==> src/rtl/core/pot_to_led_pwm_setting_defines.svh <==
`ifndef POT_TO_LED_PWM_SETTING_DEFINES_SVH
`define POT_TO_LED_PWM_SETTING_DEFINES_SVH

// check on clk, quiet while rst_n is low
`define PTLPS_ASSERT(label, prop, msg) \
  label: assert property (@(posedge clk) disable iff (!rst_n) prop) \
    else $error(msg);

// check on clk, active through reset
`define PTLPS_ASSERT_RST(label, prop, msg) \
  label: assert property (@(posedge clk) prop) else $error(msg);

`endif

==> src/rtl/core/ptlps_pkg.sv <==
package ptlps_pkg;

  localparam int SAMPLE_W   = 10;
  localparam int TICK_W     = 8;
  localparam int FS_W       = 10;
  localparam int CFG_DATA_W = 10;

  localparam int LANES       = 2;
  localparam int LANE_SHIFT  = 0;
  localparam int LANE_BRIGHT = 1;

  localparam int LIN_STAGES  = 3;
  localparam int DIV_STAGES  = 4;
  localparam int DIV_BITS    = TICK_W / DIV_STAGES;
  localparam int PWM_STAGES  = 6;

  localparam int LIN_SPAN_W = 9;
  localparam int LIN_NUM_W  = 15;
  localparam int LIN_K      = 24;
  localparam int LIN_M_W    = 17;
  localparam int LIN_PROD_W = LIN_NUM_W + LIN_M_W;

  localparam int X60_W      = 14;
  localparam int MAG_W      = 16;
  localparam int M255_W     = 17;
  localparam int DIV255_K   = 24;
  localparam int DIV_PROD_W = MAG_W + M255_W;

  typedef enum logic [0:0] {
    CFG_BASE_PERIOD    = 1'b0,
    CFG_ADC_FULL_SCALE = 1'b1
  } cfg_idx_t;

  typedef logic [SAMPLE_W-1:0]   sample_t;
  typedef logic [TICK_W-1:0]     level_t;
  typedef logic [FS_W-1:0]       fs_t;
  typedef logic [FS_W:0]         rem2_t;
  typedef logic [CFG_DATA_W-1:0] cfg_data_t;
  typedef logic [LIN_SPAN_W-1:0] lin_span_t;
  typedef logic [LIN_NUM_W-1:0]  lin_num_t;
  typedef logic [LIN_M_W-1:0]    lin_m_t;
  typedef logic [LIN_PROD_W-1:0] lin_prod_t;
  typedef logic [X60_W-1:0]      x60_t;
  typedef logic [MAG_W-1:0]      mag_t;
  typedef logic [M255_W-1:0]     m255_t;
  typedef logic [DIV_PROD_W-1:0] div_prod_t;

  typedef struct packed {
    sample_t shift_sample;
    sample_t brightness_sample;
  } in_item_t;

  typedef struct packed {
    level_t pwm_period;
    level_t pwm_on_time;
  } out_item_t;

  localparam level_t BASE_PERIOD_RST  = 8'd100;
  localparam level_t BASE_PERIOD_HIGH = 8'd195;
  localparam fs_t    FULL_SCALE_RST   = 10'd675;

  localparam sample_t SEG1_IN = 10'd240;
  localparam sample_t SEG2_IN = 10'd523;
  localparam sample_t SEG3_IN = 10'd800;
  localparam sample_t TOP_IN  = 10'd1023;

  localparam level_t SEG1_OUT  = 8'd64;
  localparam level_t SEG2_OUT  = 8'd128;
  localparam level_t SEG3_OUT  = 8'd192;
  localparam level_t TOP_OUT   = 8'd255;
  localparam level_t LEVEL_MIN = 8'd1;
  localparam level_t LEVEL_MAX = 8'hFE;
  localparam level_t ON_MIN    = 8'd5;

  localparam int SHIFT_SPAN = 60;
  localparam int DIV255_D   = 255;

  localparam int LIN_D1 = int'(SEG1_IN);
  localparam int LIN_D2 = int'(SEG2_IN) - int'(SEG1_IN);
  localparam int LIN_D3 = int'(SEG3_IN) - int'(SEG2_IN);
  localparam int LIN_D4 = int'(TOP_IN) - int'(SEG3_IN);

  localparam level_t LIN_S1 = SEG1_OUT;
  localparam level_t LIN_S2 = SEG2_OUT - SEG1_OUT;
  localparam level_t LIN_S3 = SEG3_OUT - SEG2_OUT;
  localparam level_t LIN_S4 = TOP_OUT - SEG3_OUT;

  localparam lin_m_t LIN_M1 = lin_m_t'(((1 << LIN_K) + LIN_D1 - 1) / LIN_D1);
  localparam lin_m_t LIN_M2 = lin_m_t'(((1 << LIN_K) + LIN_D2 - 1) / LIN_D2);
  localparam lin_m_t LIN_M3 = lin_m_t'(((1 << LIN_K) + LIN_D3 - 1) / LIN_D3);
  localparam lin_m_t LIN_M4 = lin_m_t'(((1 << LIN_K) + LIN_D4 - 1) / LIN_D4);

  localparam m255_t DIV255_M = m255_t'(((1 << DIV255_K) + DIV255_D - 1) / DIV255_D);

endpackage

==> src/rtl/core/ptlps_lin.sv <==
module ptlps_lin (
  input  logic                                           clk,
  input  logic                                           rst_n,
  input  logic                                           en,
  input  logic                                           in_valid,
  input  ptlps_pkg::in_item_t                            in_data,
  output logic                                           out_valid,
  output ptlps_pkg::level_t [ptlps_pkg::LANES-1:0]       out_lin
);

  ptlps_pkg::sample_t   samp    [ptlps_pkg::LANES];
  ptlps_pkg::sample_t   x0      [ptlps_pkg::LANES];
  ptlps_pkg::level_t    slope   [ptlps_pkg::LANES];
  ptlps_pkg::lin_span_t offs    [ptlps_pkg::LANES];
  ptlps_pkg::lin_num_t  num_nxt [ptlps_pkg::LANES];
  ptlps_pkg::lin_num_t  num_r   [ptlps_pkg::LANES];
  ptlps_pkg::lin_m_t    m_nxt   [ptlps_pkg::LANES];
  ptlps_pkg::lin_m_t    m_r     [ptlps_pkg::LANES];
  ptlps_pkg::level_t    y0_nxt  [ptlps_pkg::LANES];
  ptlps_pkg::level_t    y0a_r   [ptlps_pkg::LANES];
  ptlps_pkg::level_t    y0b_r   [ptlps_pkg::LANES];
  ptlps_pkg::lin_prod_t prod    [ptlps_pkg::LANES];
  ptlps_pkg::level_t    q_nxt   [ptlps_pkg::LANES];
  ptlps_pkg::level_t    q_r     [ptlps_pkg::LANES];
  ptlps_pkg::level_t    lin_nxt [ptlps_pkg::LANES];
  ptlps_pkg::level_t    lin_r   [ptlps_pkg::LANES];
  logic [ptlps_pkg::LIN_STAGES-1:0] valid_r;

  assign samp[ptlps_pkg::LANE_SHIFT]  = in_data.shift_sample;
  assign samp[ptlps_pkg::LANE_BRIGHT] = in_data.brightness_sample;

  always_comb begin
    for (int i = 0; i < ptlps_pkg::LANES; i++) begin
      if (samp[i] < ptlps_pkg::SEG1_IN) begin
        x0[i]     = '0;
        slope[i]  = ptlps_pkg::LIN_S1;
        m_nxt[i]  = ptlps_pkg::LIN_M1;
        y0_nxt[i] = '0;
      end else if (samp[i] < ptlps_pkg::SEG2_IN) begin
        x0[i]     = ptlps_pkg::SEG1_IN;
        slope[i]  = ptlps_pkg::LIN_S2;
        m_nxt[i]  = ptlps_pkg::LIN_M2;
        y0_nxt[i] = ptlps_pkg::SEG1_OUT;
      end else if (samp[i] < ptlps_pkg::SEG3_IN) begin
        x0[i]     = ptlps_pkg::SEG2_IN;
        slope[i]  = ptlps_pkg::LIN_S3;
        m_nxt[i]  = ptlps_pkg::LIN_M3;
        y0_nxt[i] = ptlps_pkg::SEG2_OUT;
      end else begin
        x0[i]     = ptlps_pkg::SEG3_IN;
        slope[i]  = ptlps_pkg::LIN_S4;
        m_nxt[i]  = ptlps_pkg::LIN_M4;
        y0_nxt[i] = ptlps_pkg::SEG3_OUT;
      end
      offs[i]    = ptlps_pkg::lin_span_t'(samp[i] - x0[i]);
      num_nxt[i] = ptlps_pkg::lin_num_t'(offs[i]) * ptlps_pkg::lin_num_t'(slope[i]);
      prod[i]    = ptlps_pkg::lin_prod_t'(num_r[i]) * ptlps_pkg::lin_prod_t'(m_r[i]);
      q_nxt[i]   = prod[i][ptlps_pkg::LIN_K +: ptlps_pkg::TICK_W];
      lin_nxt[i] = q_r[i] + y0b_r[i];
    end
  end

  always_ff @(posedge clk) begin
    if (!rst_n) begin
      valid_r <= '0;
    end else if (en) begin
      valid_r <= {valid_r[ptlps_pkg::LIN_STAGES-2:0], in_valid};
    end
  end

  always_ff @(posedge clk) begin
    if (en) begin
      num_r <= num_nxt;
      m_r   <= m_nxt;
      y0a_r <= y0_nxt;
      q_r   <= q_nxt;
      y0b_r <= y0a_r;
      lin_r <= lin_nxt;
    end
  end

  assign out_valid = valid_r[ptlps_pkg::LIN_STAGES-1];

  always_comb begin
    for (int i = 0; i < ptlps_pkg::LANES; i++) begin
      out_lin[i] = lin_r[i];
    end
  end

endmodule

==> src/rtl/core/ptlps_lvl.sv <==
`include "pot_to_led_pwm_setting_defines.svh"

module ptlps_lvl (
  input  logic                                     clk,
  input  logic                                     rst_n,
  input  logic                                     en,
  input  logic                                     in_valid,
  input  ptlps_pkg::level_t [ptlps_pkg::LANES-1:0] in_lin,
  input  ptlps_pkg::fs_t                           full_scale,
  output logic                                     out_valid,
  output ptlps_pkg::level_t [ptlps_pkg::LANES-1:0] out_level
);

  localparam int LAST = ptlps_pkg::DIV_STAGES;

  ptlps_pkg::fs_t    rem_nxt [LAST+1][ptlps_pkg::LANES];
  ptlps_pkg::fs_t    rem_r   [LAST+1][ptlps_pkg::LANES];
  ptlps_pkg::level_t quo_nxt [LAST+1][ptlps_pkg::LANES];
  ptlps_pkg::level_t quo_r   [LAST+1][ptlps_pkg::LANES];
  logic              sat_nxt [LAST+1][ptlps_pkg::LANES];
  logic              sat_r   [LAST+1][ptlps_pkg::LANES];
  logic [LAST:0]     valid_r;

  always_comb begin
    ptlps_pkg::fs_t    r;
    ptlps_pkg::level_t q;
    ptlps_pkg::rem2_t  t;
    for (int i = 0; i < ptlps_pkg::LANES; i++) begin
      sat_nxt[0][i] = ptlps_pkg::fs_t'(in_lin[i]) >= full_scale;
      rem_nxt[0][i] = ptlps_pkg::fs_t'(in_lin[i]);
      quo_nxt[0][i] = '0;
    end
    for (int k = 1; k <= LAST; k++) begin
      for (int i = 0; i < ptlps_pkg::LANES; i++) begin
        r = rem_r[k-1][i];
        q = quo_r[k-1][i];
        for (int b = 0; b < ptlps_pkg::DIV_BITS; b++) begin
          t = {r, 1'b0};
          if (t >= {1'b0, full_scale}) begin
            r = ptlps_pkg::fs_t'(t - {1'b0, full_scale});
            q = {q[ptlps_pkg::TICK_W-2:0], 1'b1};
          end else begin
            r = t[ptlps_pkg::FS_W-1:0];
            q = {q[ptlps_pkg::TICK_W-2:0], 1'b0};
          end
        end
        rem_nxt[k][i] = r;
        quo_nxt[k][i] = q;
        sat_nxt[k][i] = sat_r[k-1][i];
      end
    end
  end

  always_ff @(posedge clk) begin
    if (!rst_n) begin
      valid_r <= '0;
    end else if (en) begin
      valid_r <= {valid_r[LAST-1:0], in_valid};
    end
  end

  always_ff @(posedge clk) begin
    if (en) begin
      rem_r <= rem_nxt;
      quo_r <= quo_nxt;
      sat_r <= sat_nxt;
    end
  end

  assign out_valid = valid_r[LAST];

  always_comb begin
    for (int i = 0; i < ptlps_pkg::LANES; i++) begin
      if (sat_r[LAST][i]) begin
        out_level[i] = ptlps_pkg::LEVEL_MAX;
      end else if (quo_r[LAST][i] == '0) begin
        out_level[i] = ptlps_pkg::LEVEL_MIN;
      end else if (quo_r[LAST][i] > ptlps_pkg::LEVEL_MAX) begin
        out_level[i] = ptlps_pkg::LEVEL_MAX;
      end else begin
        out_level[i] = quo_r[LAST][i];
      end
    end
  end

  `PTLPS_ASSERT(a_shift_rem_below_fs, valid_r[LAST] && !sat_r[LAST][ptlps_pkg::LANE_SHIFT] |-> rem_r[LAST][ptlps_pkg::LANE_SHIFT] < full_scale, "shift remainder not below full scale")
  `PTLPS_ASSERT(a_bright_rem_below_fs, valid_r[LAST] && !sat_r[LAST][ptlps_pkg::LANE_BRIGHT] |-> rem_r[LAST][ptlps_pkg::LANE_BRIGHT] < full_scale, "brightness remainder not below full scale")

endmodule

==> src/rtl/core/ptlps_pwm.sv <==
`include "pot_to_led_pwm_setting_defines.svh"

module ptlps_pwm (
  input  logic                                     clk,
  input  logic                                     rst_n,
  input  logic                                     en,
  input  logic                                     in_valid,
  input  ptlps_pkg::level_t [ptlps_pkg::LANES-1:0] in_level,
  input  ptlps_pkg::level_t                        base_period,
  output logic                                     out_valid,
  output ptlps_pkg::out_item_t                     out_data
);

  logic [ptlps_pkg::PWM_STAGES-1:0] valid_r;

  ptlps_pkg::x60_t      x60_nxt, x60_r;
  ptlps_pkg::level_t    lb1_r, lb2_r, lb3_r;
  ptlps_pkg::div_prod_t prod_s, prod_o;
  ptlps_pkg::level_t    sh_nxt, sh_r;
  ptlps_pkg::level_t    period_nxt, period3_r, period4_r, period5_r;
  logic                 neg_nxt, neg3_r, neg4_r, neg5_r;
  ptlps_pkg::level_t    abs_nxt, abs_r;
  ptlps_pkg::mag_t      mag_nxt, mag_r;
  ptlps_pkg::level_t    q_nxt, q_r;
  ptlps_pkg::level_t    on_nxt;
  ptlps_pkg::out_item_t out_nxt, out_r;

  always_comb begin
    x60_nxt    = ptlps_pkg::x60_t'(in_level[ptlps_pkg::LANE_SHIFT]) *
                 ptlps_pkg::x60_t'(ptlps_pkg::SHIFT_SPAN);
    prod_s     = ptlps_pkg::div_prod_t'(x60_r) * ptlps_pkg::div_prod_t'(ptlps_pkg::DIV255_M);
    sh_nxt     = prod_s[ptlps_pkg::DIV255_K +: ptlps_pkg::TICK_W];
    period_nxt = ptlps_pkg::level_t'(base_period + sh_r);
    neg_nxt    = period_nxt < ptlps_pkg::ON_MIN;
    abs_nxt    = neg_nxt ? ptlps_pkg::ON_MIN - period_nxt : period_nxt - ptlps_pkg::ON_MIN;
    mag_nxt    = ptlps_pkg::mag_t'(lb3_r) * ptlps_pkg::mag_t'(abs_r);
    prod_o     = ptlps_pkg::div_prod_t'(mag_r) * ptlps_pkg::div_prod_t'(ptlps_pkg::DIV255_M);
    q_nxt      = prod_o[ptlps_pkg::DIV255_K +: ptlps_pkg::TICK_W];
    on_nxt     = neg5_r ? ptlps_pkg::ON_MIN - q_r : ptlps_pkg::ON_MIN + q_r;
    out_nxt.pwm_period  = period5_r;
    out_nxt.pwm_on_time = on_nxt;
  end

  always_ff @(posedge clk) begin
    if (!rst_n) begin
      valid_r <= '0;
    end else if (en) begin
      valid_r <= {valid_r[ptlps_pkg::PWM_STAGES-2:0], in_valid};
    end
  end

  always_ff @(posedge clk) begin
    if (en) begin
      x60_r     <= x60_nxt;
      lb1_r     <= in_level[ptlps_pkg::LANE_BRIGHT];
      sh_r      <= sh_nxt;
      lb2_r     <= lb1_r;
      period3_r <= period_nxt;
      neg3_r    <= neg_nxt;
      abs_r     <= abs_nxt;
      lb3_r     <= lb2_r;
      mag_r     <= mag_nxt;
      period4_r <= period3_r;
      neg4_r    <= neg3_r;
      q_r       <= q_nxt;
      period5_r <= period4_r;
      neg5_r    <= neg4_r;
      out_r     <= out_nxt;
    end
  end

  assign out_valid = valid_r[ptlps_pkg::PWM_STAGES-1];
  assign out_data  = out_r;

  `PTLPS_ASSERT(a_on_in_range, out_valid && out_r.pwm_period >= ptlps_pkg::ON_MIN |-> out_r.pwm_on_time >= ptlps_pkg::ON_MIN && out_r.pwm_on_time <= out_r.pwm_period, "on time outside five to period")

endmodule

==> src/rtl/core/pot_to_led_pwm_setting.sv <==
// LED PWM setting from two potentiometer samples.
// Input channel: in_valid / in_stall / in_data carry one pair of 10-bit
// samples (shift, brightness); a transfer happens when in_valid is high and
// in_stall is low. Result channel: out_valid / out_stall / out_data carry
// the 8-bit PWM period and on-time in the same order as the inputs.
// Configuration: cfg_wr_en with cfg_index and cfg_wdata writes base_period
// or adc_full_scale, which is registered; write only while no item is in flight.
// Throughput: one pair per cycle, sustained while out_stall stays low.
// Pipeline: three stages of segment map, one setup stage plus four two-bit
// stages of the level divider, six stages of period and on-time
// arithmetic, between an input transfer and its result on out_valid.
// The whole pipeline advances as one; when a result is held by out_stall,
// every stage holds and in_stall rises in the same cycle.
// Reset (rst_n low, synchronous) clears all stage valid bits and loads
// base_period 100 and adc_full_scale 675.
`include "pot_to_led_pwm_setting_defines.svh"

module pot_to_led_pwm_setting (
  input  logic                 clk,
  input  logic                 rst_n,
  input  logic                 in_valid,
  output logic                 in_stall,
  input  ptlps_pkg::in_item_t  in_data,
  output logic                 out_valid,
  input  logic                 out_stall,
  output ptlps_pkg::out_item_t out_data,
  input  logic                 cfg_wr_en,
  input  ptlps_pkg::cfg_idx_t  cfg_index,
  input  ptlps_pkg::cfg_data_t cfg_wdata
);

  ptlps_pkg::level_t base_period_nxt, base_period_r;
  ptlps_pkg::fs_t    full_scale_nxt, full_scale_r;
  logic              pipe_en;
  logic              lin_valid, lvl_valid;

  ptlps_pkg::level_t [ptlps_pkg::LANES-1:0] lin;
  ptlps_pkg::level_t [ptlps_pkg::LANES-1:0] level;

  always_comb begin
    base_period_nxt = base_period_r;
    full_scale_nxt  = full_scale_r;
    if (cfg_wr_en) begin
      case (cfg_index)
        ptlps_pkg::CFG_BASE_PERIOD: begin
          base_period_nxt = cfg_wdata[ptlps_pkg::TICK_W-1:0];
        end
        ptlps_pkg::CFG_ADC_FULL_SCALE: begin
          full_scale_nxt = cfg_wdata[ptlps_pkg::FS_W-1:0];
        end
        default: begin
        end
      endcase
    end
  end

  always_ff @(posedge clk) begin
    if (!rst_n) begin
      base_period_r <= ptlps_pkg::BASE_PERIOD_RST;
      full_scale_r  <= ptlps_pkg::FULL_SCALE_RST;
    end else begin
      base_period_r <= base_period_nxt;
      full_scale_r  <= full_scale_nxt;
    end
  end

  // hold every stage while the finished result waits
  assign pipe_en  = !out_valid || !out_stall;
  assign in_stall = !pipe_en;

  ptlps_lin u_lin (
    .clk       (clk),
    .rst_n     (rst_n),
    .en        (pipe_en),
    .in_valid  (in_valid),
    .in_data   (in_data),
    .out_valid (lin_valid),
    .out_lin   (lin)
  );

  ptlps_lvl u_lvl (
    .clk        (clk),
    .rst_n      (rst_n),
    .en         (pipe_en),
    .in_valid   (lin_valid),
    .in_lin     (lin),
    .full_scale (full_scale_r),
    .out_valid  (lvl_valid),
    .out_level  (level)
  );

  ptlps_pwm u_pwm (
    .clk         (clk),
    .rst_n       (rst_n),
    .en          (pipe_en),
    .in_valid    (lvl_valid),
    .in_level    (level),
    .base_period (base_period_r),
    .out_valid   (out_valid),
    .out_data    (out_data)
  );

  `PTLPS_ASSERT_RST(a_reset_empties, !rst_n |=> !out_valid, "result valid right after reset")
  `PTLPS_ASSERT(a_period_no_wrap, out_valid && base_period_r <= ptlps_pkg::BASE_PERIOD_HIGH |-> out_data.pwm_period >= base_period_r, "period below base without overflow")

endmodule

==> config.mk <==
export PLATFORM = sky130hd
export DESIGN_NAME = pot_to_led_pwm_setting
export DESIGN_NICKNAME = d
export VERILOG_FILES = /design/src/rtl/core/ptlps_pkg.sv /design/src/rtl/core/ptlps_lin.sv /design/src/rtl/core/ptlps_lvl.sv /design/src/rtl/core/ptlps_pwm.sv /design/src/rtl/core/pot_to_led_pwm_setting.sv
export VERILOG_INCLUDE_DIRS = /design/src /design/src/rtl/core
export SDC_FILE = /design/constraint.sdc
export NUM_CORES = 2
export LEC_CHECK = 0
export BUFFER_PORTS_ARGS = -buffer_cell sky130_fd_sc_hd__buf_2
export CAP_MARGIN = 30
export CORE_ASPECT_RATIO = 0.5
export CORE_UTILIZATION = 45
export DETAILED_ROUTE_END_ITERATION = 10
export SYNTH_ARGS = -nofsm -noshare
export SYNTH_HDL_FRONTEND = slang
export SYNTH_SLANG_ARGS = --single-unit
==> constraint.sdc <==
create_clock -name clk -period 16.23 [get_ports clk]
set_input_delay 2.4345 -clock clk [delete_from_list [all_inputs] [get_ports clk]]
set_output_delay 2.4345 -clock clk [all_outputs]
set_load 0.01 [all_outputs]
==> results.py <==
metrics = {
    "synthesis": {
        "ys.flop_type": "edfxtp_1",
        "synth_nets": 5096,
        "synth_area_leader_cell": "fa_1",
        "synth_edf_count": 332,
        "async_flop_share_pct": 0,
        "yosysUniqueCellTypes": 81,
        "ys_seq_area_share_pct": 25.3,
        "synthCells": 3951,
        "netlist_area_um2": 42000,
        "yosysWarningCount": 0,
        "synth.top_cell.area_share_pct": 24.2,
        "syn_area_per_cell_um2": 10.6,
        "ys_top_cells_by_area": "fa_1 (24%), edfxtp_1 (24%), ha_1 (18%), inv_1 (5.8%), and2_1 (3.3%)",
        "ys_ff_latch": 364,
    },
    "floorplan": {
        "die_w_um": 434,
        "design.die.area_um2": 94700,
        "die_height_um": 218,
        "ioPinCount": 54,
        "row_count": 78,
        "start_util_pct": 45.9,
        "core_um2": 91500,
    },
    "sta": {
        "setup_viol": 0,
        "clock-skew-final_ns": 0.0280,
        "hold_violations": 0,
        "post-route-period-util_pct": 56.4,
        "max_slew_margin_pct": 35.1,
        "fmax_mhz": 109,
        "setup_tns_ns": 0,
        "worst_slack_ns": 7.07,
        "whs_ns": 0.399,
        "slew_viol_final": 0,
        "tightest_slew_ns": 0.972,
        "rsz0062_at_grt": "false",
        "layout_min_cycle_time_ns": 9.16,
    },
    "cells_and_area": {
        "drive_above_1_share_pct": 6.36,
        "syn2layout_area_growth_pct": 7.27,
        "nNetsFinal": 5154,
        "n_fill_cell": 8350,
    },
    "setup_path": {
        "cp.arrival_ns": 9.50,
        "crit_top_cell": "inv_1",
        "cp.required_ns": 16.57,
        "crit_path_max_fanout": 4,
        "cp-start-kind": "input port",
        "crit_slowest_cell": "fa_1",
        "endpoint_kind": "register",
        "crit_type": "input port to register",
        "slowest_delay_ns": 0.57,
    },
    "grt": {
        "grt_overflow": 0,
        "grt_pass1_vias": 29000,
        "antenna_found_initial": 4,
        "grt_pass1_wl_um": 148000,
        "grt_use_total_pct": 19.6,
        "grt_max_degree": 78,
    },
    "route": {
        "wl_per_cell_um": 16.9,
        "route.detailed.drc": 0,
        "antenna_left": 0,
        "wirelength_um": 89300,
        "routed.top_layer": "met5",
        "drt-initial-drc-count": 1342,
        "wl_met1_um": 41000,
        "wl_met2_um": 42700,
        "via_count": 27500,
        "detailedRoute.firstPassIterationCount": 5,
        "viasPerCell": 5.21,
        "wl_met3_um": 3900,
    },
    "clock_tree": {
        "cts_num_sinks": 364,
        "post_cts_buffers": 0,
        "cts_inserted_buffers": 39,
        "htree_levels": 2,
        "cts_tree": "yes",
        "clk_pin_slew_worst_paths_ns": 0.07,
        "cts.repair.resized": 0,
        "cts-root-buf": "clkbuf_16",
        "cts_buffer_depth": 3,
        "cts_hold_buffers": 0,
        "insertion_delay_ns": 0.60,
    },
    "place": {
        "gp_congestion": 0.883,
        "portBuffers": 53,
        "hpwl_um": 72200,
        "dp_slack_ns": 6.55,
    },
    "status": {
        "outcome": "finished, final reports clean",
    },
    "job": {
        "drv_cap": 0,
    },
    "worst_hold_path": {
        "min-delay-path-class": "register to register",
    },
}
## registers in the layout, summed over array words and instances, names as in the netlist, 8 cells and up
| register | flops |
|---|---|
| u_lin.q_r | 16 |
| u_pwm.period5_r | 8 |
| u_lvl.sat_nxt | 8 |
| u_pwm.mag_r | 16 |
| u_pwm.lb3_r | 8 |
| u_pwm.lb2_r | 8 |
| base_period_r | 8 |
| u_pwm.period3_r | 8 |
| u_lin.m_r | 18 |
| u_pwm.period4_r | 8 |
| u_pwm.out_data | 16 |
| u_lvl.quo_r | 40 |
| u_lin.out_lin | 16 |
| u_lvl.rem_r | 76 |
| u_pwm.abs_r | 8 |
| u_lin.num_r | 30 |
| u_pwm.lb1_r | 8 |
| u_pwm.x60_r | 12 |
| full_scale_r | 10 |
| u_pwm.q_r | 8 |
## cells in the mapped netlist (48+ instances only)
cell / instances
nor2_1: 186
o21ai_0: 89
xor2_1: 51
edfxtp_1: 332
a21o_1: 84
xnor2_1: 132
inv_1: 646
nor2b_1: 48
fa_1: 508
nand2_1: 276
ha_1: 601
a21oi_1: 140
and2_1: 219
mux2_2: 78
## final timing paths
path / to / cells past startpoint / slack [ns] / from
max reg2reg: u_lin.q_r[7]$_DFFE_PN_ / 19 / 8.83 / u_lin.m_r[6]$_SDFFCE_PP0N_
min: u_lvl.quo_r[28]$_DFFE_PN_ / 0 / 0.40 / u_lvl.quo_r[42]$_DFFE_PN_
min reg2reg: u_lvl.quo_r[28]$_DFFE_PN_ / 0 / 0.40 / u_lvl.quo_r[42]$_DFFE_PN_
max: u_lin.num_r[28]$_DFFE_PN_ / 27 / 7.07 / in_data[15]
## cells by family after synthesis
kind of cell | count (synthesis) | share of synthesized area, %
mux | 95 | 2.53
xor+xnor | 183 | 3.82
buf+inv | 704 | 6.38
simple gates | 944 | 11.1
fa+ha+maj | 1110 | 42.1
compound gates | 551 | 8.78
flops | 364 | 25.3
## worst max-delay path, delay by kind of cell
kind | cells | cell delay [ns]
simple gates | 5 | 1.07
xor+xnor | 1 | 0.11
buf+inv | 6 | 0.62
compound gates | 9 | 2.55
fa+ha+maj | 6 | 2.72
## layout make-up
| type | count | area (µm²) | share of cell area [%] |
|---|---|---|---|
| flip-flops and latches | 364 | 10600 | 23.5 |
| multi-input cells | 2883 | 28700 | 63.7 |
| inverters | 649 | 2440 | 5.41 |
| clock inverters | 31 | 348 | 0.772 |
| clock buffers | 40 | 980 | 2.17 |
| diodes | 1 | 2.50 | 0.00555 |
| well taps | 1240 | 1550 | 3.44 |
| repair buffers | 72 | 408 | 0.905 |
## placed cells by master (no fill, tap or decap), types with 78 or more instances in the layout
master and instances:
ha_1 601, inv_1 646, a21o_1 84, nor2_1 186
fa_1 508, nand2_1 275, o21ai_0 89, mux2_2 78
a21oi_1 140, and2_1 219, xnor2_1 132, edfxtp_1 332
## per-layer routing
metal | GRT usage, % | vias up
met4 | 4.17 | 6
met2 | 33.7 | 429
li1 | - | 13400
met1 | 25.8 | 13600
met5 | 0 | -
met3 | 3.54 | 123
## stage by stage
step           area, µm²  util, %  std cells
2_1_floorplan      42000        -       3951
3_3_place_gp       43700     47.8       5207
3_5_place_dp       43700     47.8       5207
4_1_cts            45100     49.2       5278
5_1_grt            45100     49.2       5279
6_report           45100     49.2       5280
Power is not shown: default switching activity piles up to over one toggle a cycle in this logic, so the estimate is an artifact.
